==> config.mk <==
export PLATFORM = sky130hd
export DESIGN_NAME = priority_interrupt_queue_core
export DESIGN_NICKNAME = d
export VERILOG_FILES = /design/src/hw/rtl/piq_pkg.sv /design/src/hw/rtl/priority_interrupt_queue_core.sv /design/src/hw/rtl/piq_datapath.sv /design/src/hw/rtl/piq_ctrl.sv
export SDC_FILE = /design/constraint.sdc
export NUM_CORES = 1
export LEC_CHECK = 0
export BUFFER_PORTS_ARGS = -buffer_cell sky130_fd_sc_hd__buf_2
export CAP_MARGIN = 20
export CORE_MARGIN = 4
export CORE_UTILIZATION = 30
export CTS_BUF_LIST = sky130_fd_sc_hd__clkbuf_8
export CTS_CLUSTER_SIZE = 10
export DETAILED_ROUTE_END_ITERATION = 10
export SETUP_SLACK_MARGIN = 0.05
export SLEW_MARGIN = 25
export SYNTH_ARGS = -nofsm -noshare
export SYNTH_HDL_FRONTEND = slang
export SYNTH_SLANG_ARGS = --single-unit
==> constraint.sdc <==
create_clock -name clk -period 6.6 [get_ports clk]
set_input_delay 0.33 -clock clk [delete_from_list [all_inputs] [get_ports clk]]
set_output_delay 0.33 -clock clk [all_outputs]
set_load 0.02 [all_outputs]
==> src/hw/rtl/piq_pkg.sv <==
`default_nettype none
// ----------------------------------------------------------------------------
// piq_pkg
// shared types and constants of the priority interrupt queue
// ----------------------------------------------------------------------------
package piq_pkg;

    localparam int NUM_SOURCES_DEF = 32;

    localparam int OP_W   = 2;
    localparam int SRC_W  = 5;
    localparam int PRIO_W = 8;
    localparam int LVL_W  = 3;
    localparam int VEC_W  = 8;

    localparam logic [OP_W-1:0] OP_RAISE  = 2'd0;
    localparam logic [OP_W-1:0] OP_LOWER  = 2'd1;
    localparam logic [OP_W-1:0] OP_VECTOR = 2'd2;

    // one list entry as kept in the order memory
    typedef struct packed {
        logic [SRC_W-1:0]  src;
        logic [PRIO_W-1:0] prio;
        logic [LVL_W-1:0]  lvl;
        logic [VEC_W-1:0]  vec;
    } entry_t;

    typedef enum logic [1:0] {
        RD_BELOW = 2'd0,
        RD_AT    = 2'd1,
        RD_HEAD  = 2'd2
    } rd_mode_t;

    typedef struct packed {
        logic     load;
        logic     check;
        logic     raise_init;
        logic     lower_init;
        logic     rd_en;
        rd_mode_t rd_mode;
        logic     shift_up;
        logic     wr_new;
        logic     lower_step;
        logic     lower_finish;
        logic     head_update;
        logic     emit;
    } piq_cmd_t;

    typedef struct packed {
        logic [OP_W-1:0] op;
        logic            raise_ok;
        logic            lower_ok;
        logic            idx_zero;
        logic            idx_at_count;
        logic            prio_gt;
        logic            out_free;
    } piq_status_t;

endpackage : piq_pkg
`default_nettype wire

==> src/hw/rtl/priority_interrupt_queue_core.sv <==
`default_nettype none
// ----------------------------------------------------------------------------
// priority_interrupt_queue_core
// ordered queue of pending interrupt sources with head level and vector read
// ----------------------------------------------------------------------------
// One item is in work at a time. A vector read, an ignored raise or lower and
// the unused op go straight from the check to the result. A raise moves each
// pending entry with a strictly larger priority number up one place, walking
// down from the tail; when every entry moves, the new entry becomes the head.
// A lower walks all n entries of the list, n being its length before the lower.
// The order memory serves one access per step: each visited entry costs a read
// step and a compare/move step, plus a read of the head entry at the end. A
// result waits in an output register; the next item is taken in the cycle
// after the current one has been handed to that register, and the handover
// stalls while that register still holds an unaccepted result. No clearing
// pass is needed.
// ----------------------------------------------------------------------------
module priority_interrupt_queue_core #(
    parameter int NUM_SOURCES = piq_pkg::NUM_SOURCES_DEF
) (
    input  wire                          clk,
    input  wire                          rst_n,
    input  wire                          in_valid,
    output logic                         in_ready,
    input  wire  [piq_pkg::OP_W-1:0]     op,
    input  wire  [piq_pkg::SRC_W-1:0]    source,
    input  wire  [piq_pkg::PRIO_W-1:0]   priority_req,
    input  wire  [piq_pkg::LVL_W-1:0]    level,
    input  wire  [piq_pkg::VEC_W-1:0]    vector,
    output logic                         out_valid,
    input  wire                          out_ready,
    output logic [piq_pkg::LVL_W-1:0]    active_level,
    output logic [piq_pkg::VEC_W-1:0]    ack_vector,
    output logic                         no_change
);
    import piq_pkg::*;

    piq_cmd_t    cmd;
    piq_status_t status;

    piq_ctrl u_ctrl (
        .clk      (clk),
        .rst_n    (rst_n),
        .in_valid (in_valid),
        .in_ready (in_ready),
        .status   (status),
        .cmd      (cmd)
    );

    piq_datapath #(
        .NUM_SOURCES (NUM_SOURCES)
    ) u_datapath (
        .clk          (clk),
        .rst_n        (rst_n),
        .cmd          (cmd),
        .status       (status),
        .op           (op),
        .source       (source),
        .priority_req (priority_req),
        .level        (level),
        .vector       (vector),
        .out_valid    (out_valid),
        .out_ready    (out_ready),
        .active_level (active_level),
        .ack_vector   (ack_vector),
        .no_change    (no_change)
    );

endmodule : priority_interrupt_queue_core
`default_nettype wire

==> src/hw/rtl/piq_datapath.sv <==
`default_nettype none
// ----------------------------------------------------------------------------
// piq_datapath
// item latch, order memory, pending flags, scan index, head and result registers
// ----------------------------------------------------------------------------
module piq_datapath #(
    parameter int NUM_SOURCES = piq_pkg::NUM_SOURCES_DEF
) (
    input  wire                          clk,
    input  wire                          rst_n,
    input  wire  piq_pkg::piq_cmd_t      cmd,
    output piq_pkg::piq_status_t         status,
    input  wire  [piq_pkg::OP_W-1:0]     op,
    input  wire  [piq_pkg::SRC_W-1:0]    source,
    input  wire  [piq_pkg::PRIO_W-1:0]   priority_req,
    input  wire  [piq_pkg::LVL_W-1:0]    level,
    input  wire  [piq_pkg::VEC_W-1:0]    vector,
    output logic                         out_valid,
    input  wire                          out_ready,
    output logic [piq_pkg::LVL_W-1:0]    active_level,
    output logic [piq_pkg::VEC_W-1:0]    ack_vector,
    output logic                         no_change
);
    import piq_pkg::*;

    localparam int IDX_W     = (NUM_SOURCES > 1) ? $clog2(NUM_SOURCES) : 1;
    localparam int CNT_W     = $clog2(NUM_SOURCES + 1);
    localparam int SRC_EXT_W = ((SRC_W > IDX_W) ? SRC_W : IDX_W) + 1;

    entry_t mem [NUM_SOURCES];
    entry_t rd_data_reg;

    logic [OP_W-1:0]     op_reg;
    entry_t              item_reg;
    logic [NUM_SOURCES-1:0] pending_reg, pending_next;
    logic [CNT_W-1:0]    count_reg, count_next;
    logic [CNT_W-1:0]    idx_reg, idx_next;
    logic                found_reg, found_next;
    logic                nochg_reg;
    logic [LVL_W-1:0]    head_lvl_reg, head_lvl_next;
    logic [VEC_W-1:0]    head_vec_reg, head_vec_next;
    logic                out_valid_reg;
    logic [LVL_W-1:0]    active_level_reg;
    logic [VEC_W-1:0]    ack_vector_reg;
    logic                no_change_reg;

    logic [SRC_EXT_W-1:0] src_ext;
    logic [IDX_W-1:0]     src_idx;
    logic                 in_range;
    logic                 is_pending;
    logic [CNT_W-1:0]     idx_m1;
    logic                 wr_en;
    logic [IDX_W-1:0]     wr_addr;
    entry_t               wr_data;
    logic [IDX_W-1:0]     rd_addr;

    assign src_ext    = SRC_EXT_W'(item_reg.src);
    assign src_idx    = src_ext[IDX_W-1:0];
    assign in_range   = src_ext < SRC_EXT_W'(NUM_SOURCES);
    assign is_pending = in_range ? pending_reg[src_idx] : 1'b0;
    assign idx_m1     = idx_reg - CNT_W'(1);

    always_comb
    begin
        status.op           = op_reg;
        status.raise_ok     = in_range && !is_pending && (count_reg < CNT_W'(NUM_SOURCES));
        status.lower_ok     = is_pending;
        status.idx_zero     = (idx_reg == '0);
        status.idx_at_count = (idx_reg == count_reg);
        status.prio_gt      = (rd_data_reg.prio > item_reg.prio);
        status.out_free     = !out_valid_reg || out_ready;
    end

    always_comb
    begin
        unique case (cmd.rd_mode)
            RD_BELOW: rd_addr = idx_m1[IDX_W-1:0];
            RD_AT:    rd_addr = idx_reg[IDX_W-1:0];
            RD_HEAD:  rd_addr = '0;
            default:  rd_addr = '0;
        endcase
    end

    always_comb
    begin
        wr_en   = 1'b0;
        wr_addr = idx_reg[IDX_W-1:0];
        wr_data = rd_data_reg;
        if (cmd.wr_new)
        begin
            wr_en   = 1'b1;
            wr_data = item_reg;
        end
        else if (cmd.shift_up)
        begin
            wr_en = 1'b1;
        end
        else if (cmd.lower_step && found_reg)
        begin
            // close the gap left by the removed entry
            wr_en   = 1'b1;
            wr_addr = idx_m1[IDX_W-1:0];
        end
    end

    always_ff @(posedge clk)
    begin
        if (wr_en)
        begin
            mem[wr_addr] <= wr_data;
        end
        if (cmd.rd_en)
        begin
            rd_data_reg <= mem[rd_addr];
        end
    end

    always_ff @(posedge clk)
    begin
        if (cmd.load)
        begin
            op_reg        <= op;
            item_reg.src  <= source;
            item_reg.prio <= priority_req;
            item_reg.lvl  <= level;
            item_reg.vec  <= vector;
        end
        if (cmd.check)
        begin
            if (op_reg == OP_RAISE)
            begin
                nochg_reg <= !status.raise_ok;
            end
            else if (op_reg == OP_LOWER)
            begin
                nochg_reg <= !status.lower_ok;
            end
            else
            begin
                nochg_reg <= 1'b0;
            end
        end
        if (cmd.emit)
        begin
            active_level_reg <= head_lvl_reg;
            ack_vector_reg   <= (op_reg == OP_VECTOR) ? head_vec_reg : '0;
            no_change_reg    <= nochg_reg;
        end
    end

    always_comb
    begin
        pending_next  = pending_reg;
        count_next    = count_reg;
        idx_next      = idx_reg;
        found_next    = found_reg;
        head_lvl_next = head_lvl_reg;
        head_vec_next = head_vec_reg;
        if (cmd.raise_init)
        begin
            idx_next = count_reg;
        end
        if (cmd.lower_init)
        begin
            idx_next   = '0;
            found_next = 1'b0;
        end
        if (cmd.shift_up)
        begin
            idx_next = idx_m1;
        end
        if (cmd.wr_new)
        begin
            pending_next[src_idx] = 1'b1;
            count_next            = count_reg + CNT_W'(1);
        end
        if (cmd.lower_step)
        begin
            idx_next = idx_reg + CNT_W'(1);
            if (rd_data_reg.src == item_reg.src)
            begin
                found_next = 1'b1;
            end
        end
        if (cmd.lower_finish)
        begin
            pending_next[src_idx] = 1'b0;
            count_next            = count_reg - CNT_W'(1);
        end
        if (cmd.head_update)
        begin
            if (count_reg != '0)
            begin
                head_lvl_next = rd_data_reg.lvl;
                head_vec_next = rd_data_reg.vec;
            end
            else
            begin
                head_lvl_next = '0;
                head_vec_next = '0;
            end
        end
    end

    always_ff @(posedge clk or negedge rst_n)
    begin
        if (!rst_n)
        begin
            pending_reg   <= '0;
            count_reg     <= '0;
            idx_reg       <= '0;
            found_reg     <= 1'b0;
            head_lvl_reg  <= '0;
            head_vec_reg  <= '0;
            out_valid_reg <= 1'b0;
        end
        else
        begin
            pending_reg  <= pending_next;
            count_reg    <= count_next;
            idx_reg      <= idx_next;
            found_reg    <= found_next;
            head_lvl_reg <= head_lvl_next;
            head_vec_reg <= head_vec_next;
            if (cmd.emit)
            begin
                out_valid_reg <= 1'b1;
            end
            else if (out_ready)
            begin
                out_valid_reg <= 1'b0;
            end
        end
    end

    assign out_valid    = out_valid_reg;
    assign active_level = active_level_reg;
    assign ack_vector   = ack_vector_reg;
    assign no_change    = no_change_reg;

endmodule : piq_datapath
`default_nettype wire

==> src/hw/rtl/piq_ctrl.sv <==
`default_nettype none
// ----------------------------------------------------------------------------
// piq_ctrl
// sequencer for list insertion, removal and head refresh
// ----------------------------------------------------------------------------
module piq_ctrl (
    input  wire                   clk,
    input  wire                   rst_n,
    input  wire                   in_valid,
    output logic                  in_ready,
    input  wire piq_pkg::piq_status_t status,
    output piq_pkg::piq_cmd_t     cmd
);
    import piq_pkg::*;

    typedef enum logic [8:0] {
        ST_IDLE  = 9'b000000001,
        ST_CHECK = 9'b000000010,
        ST_R_RD  = 9'b000000100,
        ST_R_EV  = 9'b000001000,
        ST_L_RD  = 9'b000010000,
        ST_L_EV  = 9'b000100000,
        ST_H_RD  = 9'b001000000,
        ST_H_EV  = 9'b010000000,
        ST_DONE  = 9'b100000000
    } state_t;

    state_t state_reg, state_next;

    assign in_ready = (state_reg == ST_IDLE);

    always_comb
    begin
        state_next  = state_reg;
        cmd         = '0;
        cmd.rd_mode = RD_AT;
        unique case (state_reg)
            ST_IDLE:
            begin
                if (in_valid)
                begin
                    cmd.load   = 1'b1;
                    state_next = ST_CHECK;
                end
            end
            ST_CHECK:
            begin
                cmd.check = 1'b1;
                if (status.op == OP_RAISE && status.raise_ok)
                begin
                    cmd.raise_init = 1'b1;
                    state_next     = ST_R_RD;
                end
                else if (status.op == OP_LOWER && status.lower_ok)
                begin
                    cmd.lower_init = 1'b1;
                    state_next     = ST_L_RD;
                end
                else
                begin
                    state_next = ST_DONE;
                end
            end
            ST_R_RD:
            begin
                // walk down from the tail, moving strictly larger priorities up
                if (status.idx_zero)
                begin
                    cmd.wr_new = 1'b1;
                    state_next = ST_H_RD;
                end
                else
                begin
                    cmd.rd_en   = 1'b1;
                    cmd.rd_mode = RD_BELOW;
                    state_next  = ST_R_EV;
                end
            end
            ST_R_EV:
            begin
                if (status.prio_gt)
                begin
                    cmd.shift_up = 1'b1;
                    state_next   = ST_R_RD;
                end
                else
                begin
                    cmd.wr_new = 1'b1;
                    state_next = ST_H_RD;
                end
            end
            ST_L_RD:
            begin
                if (status.idx_at_count)
                begin
                    cmd.lower_finish = 1'b1;
                    state_next       = ST_H_RD;
                end
                else
                begin
                    cmd.rd_en   = 1'b1;
                    cmd.rd_mode = RD_AT;
                    state_next  = ST_L_EV;
                end
            end
            ST_L_EV:
            begin
                cmd.lower_step = 1'b1;
                state_next     = ST_L_RD;
            end
            ST_H_RD:
            begin
                cmd.rd_en   = 1'b1;
                cmd.rd_mode = RD_HEAD;
                state_next  = ST_H_EV;
            end
            ST_H_EV:
            begin
                cmd.head_update = 1'b1;
                state_next      = ST_DONE;
            end
            ST_DONE:
            begin
                if (status.out_free)
                begin
                    cmd.emit   = 1'b1;
                    state_next = ST_IDLE;
                end
            end
            default:
            begin
                state_next = ST_IDLE;
            end
        endcase
    end

    always_ff @(posedge clk or negedge rst_n)
    begin
        if (!rst_n)
        begin
            state_reg <= ST_IDLE;
        end
        else
        begin
            state_reg <= state_next;
        end
    end

endmodule : piq_ctrl
`default_nettype wire
# After elaboration in Yosys (flattened, before gate mapping)
# Memories as Yosys holds them, arrays and structs flattened. A register that Yosys moved wholly into a read port is not among the register bits.
# Index checks and enable logic that the tools add are counted.
# totals
ff_bits,105
latch_bits,0
mem_bits_rw,768
romBits,0
in_bits,30
memories,1
# classes
n_addsub,4
mul,0
n_div,0
order_cmp,5
n_eq_ne,16
shift,0
n_mux,60
bitwise_logic,3
n_reduce_logical,18
# mem_list
name,depth,width,read_ports,rd_clocked_by_memory_dff,write_ports,line_no,text
u_datapath.mem,32,24,1,1,1,piq_datapath.sv:30,entry_t mem [NUM_SOURCES];
# ops
operator,count
$pmux 9 s9,1
$mux 32,2
$mux 6,6
$mux 9,4
$and 32x32->32,1
$not 32->32,1
$or 32x32->32,1
$mux 1,30
$mux 24,1
$mux 7,3
$mux 5,3
$add 6x1->6 const B,2
$lt 5x6->1 const B,2
$mux 3,4
$sub 6x1->6 const B,2
$pmux 5 s2,1
$eq 9x1->1 const B,1
$eq 9x2->1 const B,1
$eq 9x3->1 const B,1
$eq 9x4->1 const B,1
$eq 9x5->1 const B,1
$eq 9x6->1 const B,1
$eq 9x7->1 const B,1
$eq 9x8->1 const B,1
23 further kinds,34

# Longest topological paths before layout
# Gate-level depths: netlist of the first run.
# logic_depth
ltp_word,13
ltp_mapped,15
depth_no_buf,12

# Modules after synthesis
# A second synthesis of the first run with hierarchy kept.
# unflattened
cells_unflattened,2568
area_unflattened_um2,37389.6
# modules_own_cells
mod,instances,cells_per_inst,area_each_um2,seq_area_each_um2
piq_datapath,1,2490,36721.5,26380.3
piq_ctrl,1,78,668.1,226.5

# Worst setup path after synthesis of the first run
# No wires, ideal clock.
# synth_path
kind,reg-to-reg
start,reg u_datapath.idx_reg[0]
end,"mem u_datapath.mem[0][12] (netlist bit), data pin"
t_arrival_ns,3.877
required_time_ns,6.146
slack_ns,2.269
stages_incl_launch_ff,11
synth_period_minus_slack_ns,4.331
path_cell_list,dfrtp_1 -> clkbuf_1 -> clkbuf_1 -> inv_1 -> ha_1 -> or3b_4 -> or2_2 -> o22ai_1 -> nand2_1 -> clkbuf_1 -> o21ai_0
# synth_lines
item,line_no,text
start: declaration,piq_datapath.sv:37,"logic [CNT_W-1:0] idx_reg, idx_next;"
start signal: assignment,piq_datapath.sv:221,idx_reg <= idx_next;
end: declaration,piq_datapath.sv:30,

# Worst setup path after layout of the first run
# layout_path
start,reg u_datapath.idx_reg[0]
end,reg u_datapath.rd_data_reg[22] (netlist name)
# layout_via
elab_chain_len,5
elab_cells_between_ends,9
cone_classes,add/sub (1); eq/ne (2); mux (4); reduce/logical (2)
# layout_rtl
item,line_no,text
$logic_not 6->1,piq_datapath.sv:68,status.idx_zero = (idx_reg == '0);
$mux 3,piq_ctrl.sv:67,if (status.idx_zero)
$pmux 3 s3,piq_ctrl.sv:37,unique case (state_reg)
$eq 2x1->1 / $logic_not 2->1 (equally long branches),piq_datapath.sv:76,unique case (cmd.rd_mode)
$pmux 5 s2,piq_datapath.sv:76,
# Parallel ways exist; a longest one is shown, timed or not.
# A chain may end at the register's enable or synchronous reset.

==> impl_metrics.yaml, run 1 <==
setup_path:
  r2r_cells: 11
  path_max_fanout: 59
  cp_top_family: "simple AND/OR/NAND/NOR gates"
  end_kind: "register"
  max_stage_delay_ns: 0.79
  critical_path_class: "register to register"
  crit_path_start_kind: "register"
  worstPathArrival_ns: 5.51
  crit_chain: "inv_1 -> ha_1 -> or3b_4 -> or2_2 -> nand3_2 -> and2_4 -> buf_4 -> nand2_1 -> a31oi_1 -> a32oi_1 -> a211oi_2"
  crit_path_top_delay_cell: "and2_4"
  worst-path-stages: 11
  cp.buffers_inverters: 2
  worstPathRequired_ns: 7.23
logic_synthesis:
  synth-seq-area-share_pct: 72.3
  ys_warn_count: 0
  async_reset_ff_share_pct: 7.36
  syn_inst: 2733
  synth-edff-count: 831
  ys_seq_elements: 897
  syn-mean-instance-area_sq_um: 13.5
  ys.flop_type: "edfxtp_1"
  yosysUniqueCellTypes: 72
  netlist.area_leader.share_pct: 67.9
  yosysTopAreaCell: "edfxtp_1"
  syn_area_sq_um: 36800
  synth_nets: 2778
  synth_area_leaders: "edfxtp_1, nand2_1, dfrtp_1"
sta:
  tightest_slew_ns: 1.02
  min_period_over_period_pct: 73.9
  max_slew_margin_pct: 31.7
  fmaxAchievable_mhz: 205
  fin_skew_ns: 0.0354
  rsz0062_at_grt: "no"
  finalHoldViolCount: 0
  worst_slack_ns: 1.72
  tns_ns: 0
  worst_hold_slack_ns: 0.238
  setup_viol: 0
  finalMaxSlewViolations: 0
  final.min_clock_period_ns: 4.88
clock_tree:
  clock_path_buffers: 3
  clock-sinks: 897
  insertion_delay_ns: 0.81
  cts_tree: "done"
  root_buffer: "clkbuf_8"
  clk_pin_slew_worst_paths_ns: 0.07
  ctsHtreeMaxLevel: 4
  cts_buffers: 143
finish:
  nets: 2896
  areaGrowthSynthToFinish_pct: 14.2
  largest_register_ff_count: 768
  layout-drive-gt1-share_pct: 14.5
  nFillCells: 11800
  stdcell_count: 4584
routing:
  drtIter0Drc: 2689
  first_pass_iters: 6
  drc: 0
  wl_per_cell_um: 21.0
  vias: 23300
  viasPerCell: 5.09
  antenna_left: 0
  routed_wl_mm: 96.3
die:
  num_rows: 128
  die-area_sq_um: 128000
  start_util_pct: 30.2
  core_area_sq_um: 122000
  io-pin-count: 44
  die_h_um: 358
  die_w_um: 358
place:
  gp_congestion: 0.795
  dp.cells: 4301
  port-buffer-count: 43
  pre_cts_slack_ns: 1.83
  dp_hpwl_mm: 55.7
run:
  drv_cap: 0
pwr:
  total_power_mw: 15.1
  p_leak_nw: 14.2
  vdd_ir_drop_max_uv: 253
  power.density_nw_per_um2: 359
min_path:
  holdPathStages: 2
  min-delay-path-class: "primary input to register"
global_routing:
  grt_max_degree: 94
  grt_overflow_total: 0
  grt_usage_pct: 14.8
  grt_pass1_vias: 22600
  antenna_found_initial: 2
  grt_pass1_wl_mm: 145
run_status:
  status: "completed"
==> where the power goes <==
part	total (mW)	switching [mW]	internal, mW
Combinational	4.08	2.80	1.28
Sequential	6.47	0.143	6.33
Clock	4.54	2.17	2.37
Total	15.1	5.11	9.99
==> routing by layer <==
| layer | GRT usage, % | wire length (um) | vias to the layer above |
|---|---|---|---|
| met5 | 0 | 0 | - |
| met4 | 4.14 | 1970 | 0 |
| met3 | 2.98 | 7050 | 146 |
| met2 | 23.4 | 44900 | 898 |
| met1 | 20.8 | 42300 | 11700 |
| li1 | - | - | 10600 |
==> layout make-up <==
class / count / area, sq um / share of cell area [%]
sequential: 897 / 26600 / 63.3
antenna: 2 / 5.00 / 0.0119
clock buffer: 153 / 2110 / 5.01
clock inverter: 98 / 589 / 1.40
tap: 1625 / 2030 / 4.84
timing repair buffer: 150 / 1190 / 2.84
inverter: 23 / 86.3 / 0.205
multi-input combinational: 1636 / 9390 / 22.4
==> stage by stage <==
step                      utilization [%]  area [sq um]
after floorplan                         -         36800
after global placement               32.0         39000
after detailed placement             32.1         39000
after CTS                            34.5         42000
after global routing                 34.5         42000
final                                34.5         42000
==> cell families (layout without fill, tap and decap cells) <==
family	count (synthesis)	count (layout)	share of synthesized area (%)
adder cells (fa/ha/maj)	15	15	0.531
AND/OR/NAND/NOR	1041	1041	12.7
multiplexers	52	52	1.75
other	0	2	0
XOR/XNOR	19	19	0.452
flip-flops	897	897	72.3
AO/OA/AOI/OAI	509	509	9.62
buffers and inverters	200	424	2.54
==> cells in the mapped netlist (6+ instances only) <==
cell type and n:
a21oi_1 22, and2_1 17, xor2_1 11, nor2_1 62
inv_1 23, mux4_2 8, o22ai_1 29, mux2i_1 25
nor3_1 10, nor2b_1 9, dfrtp_1 65, a32oi_1 76
nand2_1 642, nand3_1 159, a211oi_1 73, a31oi_1 130
buf_2 62, edfxtp_1 831, o21ai_0 100, mux2_2 19
ha_1 14, buf_4 21, nand2b_1 12, nand4_1 6
o21ai_1 24, and3_1 79, clkbuf_1 84, a211oi_2 24
xnor2_1 8
==> path summary, 6_finish.rpt <==
check	from	endpoint	slack, ns
max reg2reg	u_datapath.idx_reg[0]$_DFFE_PN0P_	u_datapath.rd_data_reg[22]$_DFFE_PP_	1.72
min	vector[0]	u_datapath.item_reg[0]$_DFFE_PP_	0.24
min in group asynchronous	rst_n	u_datapath.pending_reg[8]$_DFF_PN0_	0.25
min reg2reg	u_datapath.nochg_reg$_DFFE_PN_	u_datapath.no_change$_DFFE_PP_	0.43
max in group asynchronous	rst_n	u_datapath.head_lvl_reg[1]$_DFFE_PN0N_	5.74
max	u_datapath.idx_reg[0]$_DFFE_PN0P_	u_datapath.rd_data_reg[22]$_DFFE_PP_	1.72
==> worst reg2reg max path, cell delays in order (launching register included) <==
cell and delay, ns:
dfrtp_1 0.61, inv_1 0.27, ha_1 0.47, or3b_4 0.49, or2_2 0.35, nand3_2 0.35, and2_4 0.81, buf_4 0.58
nand2_1 0.15, a31oi_1 0.19, a32oi_1 0.13, a211oi_2 0.29
==> cells in the final DEF (no fill, tap or decap), types with 6 or more instances in the layout <==
cell           netlist  layout
o22ai_1             29      29
and2_1              17      15
nor2_1              62      29
nand3_1            159     159
nor3_1              10       9
buf_4               21      69
a211oi_2            24      24
mux2_2              19      19
bufinv_16            0       6
dfrtp_1             65      65
and3_1              79      79
nand4_1              6       6
clkinv_2             0      22
ha_1                14      14
a31oi_1            130     128
clkinvlp_4           0       7
buf_12               0       8
a21oi_1             22      22
dlygate4sd3_1        0      29
xnor2_1              8       8
mux4_2               8       8
nor2b_1              9       9
o21ai_2              1       7
buf_2               62      43
edfxtp_1           831     831
o21ai_0            100      93
inv_1               23      59
mux2i_1             25      25
nor2_2               0      32
clkbuf_8             0     153
clkinv_1             0      25
o21ai_1             24      24
a211oi_1            73      73
nand2_1            642     641
nand2b_1            12      12
xor2_1              11      11
a32oi_1             76      76
==> repair_timing <==
item / CTS / global route
setup endpoints to repair: 0 / 0
endpoints found under the hold margin: 95 / 0
resized for setup: 0 / 0
hold buffers: 29 / 0
buffers inserted: 0 / 0
Power figures use the tool's default switching activity.
==> run 2, diff against run 1 <==
- clock period: 6.6 -> 4 ns (I/O delays scaled with it)
==> impl_metrics.yaml, run 2 (synthesis results as in run 1) <==
sta:
  tns_ns: 0
  fin_skew_ns: 0.0355
  worst_hold_slack_ns: 0.0762
  finalHoldViolCount: 0
  finalMaxSlewViolations: 0
  max_slew_margin_pct: 33.5
  min_period_over_period_pct: 93.4
  setup_viol: 0
  worst_slack_ns: 0.266
  final.min_clock_period_ns: 3.73
  fmaxAchievable_mhz: 268
  tightest_slew_ns: 0.997
  rsz0062_at_grt: "no"
clock_tree:
  clock-sinks: 897
  clock_path_buffers: 3
  ctsHtreeMaxLevel: 4
  clk_pin_slew_worst_paths_ns: 0.07
  cts_tree: "done"
  cts_buffers: 144
  insertion_delay_ns: 0.80
  post-cts-setup-buffers: 0
  root_buffer: "clkbuf_8"
die:
  num_rows: 128
  start_util_pct: 30.2
  die_h_um: 358
  io-pin-count: 44
  die_w_um: 358
  die-area_sq_um: 128000
  core_area_sq_um: 122000
routing:
  vias: 23500
  routed_wl_mm: 97.6
  first_pass_iters: 6
  viasPerCell: 5.05
  wl_per_cell_um: 21.0
  drc: 0
  antenna_left: 0
  drtIter0Drc: 2581
global_routing:
  grt_pass1_wl_mm: 145
  grt_overflow_total: 0
  grt_pass1_vias: 22800
  grt_max_degree: 96
  grt_usage_pct: 15.0
  antenna_found_initial: 1
place:
  pre_cts_slack_ns: 0.330
  dp.cells: 4366
  gp_congestion: 0.803
  port-buffer-count: 43
  dp_hpwl_mm: 58.5
pwr:
  total_power_mw: 25.0
  p_seq_share_pct: 42.4
  p_switching_mw: 8.43
  vdd_ir_drop_max_uv: 554
  swShare_pct: 33.7
  p_int_mw: 16.6
  power.density_nw_per_um2: 588
  clkPwrFrac_pct: 29.0
  power_frac_comb_pct: 28.6
  p_leak_nw: 14.6
finish:
  layout_common_cells: "edfxtp_1, nand2_1, nand3_1"
  final_common_cell: "edfxtp_1"
  stdcell_count: 4652
  largest_register_ff_count: 768
  layout-drive-gt1-share_pct: 16.0
  nets: 2963
  nFillCells: 11800
  areaGrowthSynthToFinish_pct: 15.7
setup_path:
  path_max_fanout: 25
  crit_path_start_kind: "register"
  critical_path_class: "register to register"
  worstPathRequired_ns: 4.51
  end_kind: "register"
  worstPathArrival_ns: 4.24
run:
  drv_cap: 0
min_path:
  min-delay-path-class: "primary input to asynchronous set/reset pin"
run_status:
  status: "completed"
## run 2: repair_timing
| item | 4_1_cts | 5_1_grt |
|---|---|---|
| gates resized for setup | 0 | 0 |
| endpoints found under the hold margin | 58 | 0 |
| hold buffers | 30 | 0 |
## run 2: worst max-delay path, stage by stage, from the launching register on
cell and delay, ns:
dfrtp_1 0.46, or4_1 0.59, nor4_2 0.25, nand3_2 0.29, and2_4 0.37, buf_12 0.23, buf_12 0.14, buf_12 0.15
nand2_1 0.07, nand3_1 0.09, a32oi_1 0.61, a211oi_2 0.15
## run 2: layer usage
layer  vias to the layer above  track usage [%]  wire length, um
li1                      10700                -                -
met1                     11700             20.4            41800
met2                       914             23.5            45300
met3                       157             3.69             8110
met4                         0             4.79             2380
met5                         -                0                0
## run 2: final timing paths
check / end / startpoint / depth (start not counted) / slack (ns)
hold / removal: u_datapath.pending_reg[24]$_DFF_PN0_ / rst_n / 3 / 0.08
setup / recovery: u_datapath.rd_data_reg[8]$_DFFE_PP_ / u_ctrl.state_reg[4]$_DFFE_PN0P_ / 11 / 0.27
setup reg to reg: u_datapath.rd_data_reg[8]$_DFFE_PP_ / u_ctrl.state_reg[4]$_DFFE_PN0P_ / 11 / 0.27
hold reg to reg: u_datapath.no_change$_DFFE_PP_ / u_datapath.nochg_reg$_DFFE_PN_ / 0 / 0.43
max in group asynchronous: u_datapath.head_lvl_reg[1]$_DFFE_PN0N_ / rst_n / 3 / 3.52
min in group clk: u_datapath.op_reg[1]$_DFFE_PP_ / op[1] / 2 / 0.12
## run 2: area by class of cell
cell class	instances	area [sq um]	area share [%]
antenna	1	2.50	0.00588
clock inverter	100	494	1.16
timing repair buffer	216	1850	4.34
sequential	897	26600	62.5
inverter	23	86.3	0.203
clock buffer	154	2120	4.98
tap	1625	2030	4.78
multi-input combinational	1636	9380	22.0
## run 2: power groups by stage
stage	Sequential, mW	Combinational (mW)	Clock, mW
2_1_floorplan	10.7	4.81	0
3_3_place_gp	10.8	7.05	0
3_5_place_dp	10.8	7.09	0
4_1_cts	10.6	7.13	7.40
5_1_grt	10.6	7.75	7.86
6_report	10.6	7.16	7.24
## run 2: metrics by stage
step           utilization (%)  instance area [sq um]
6_report                  35.0                  42600
5_1_grt                   35.0                  42600
4_1_cts                   35.0                  42600
3_5_place_dp              32.6                  39600
3_3_place_gp              32.6                  39600
2_1_floorplan                -                  36800
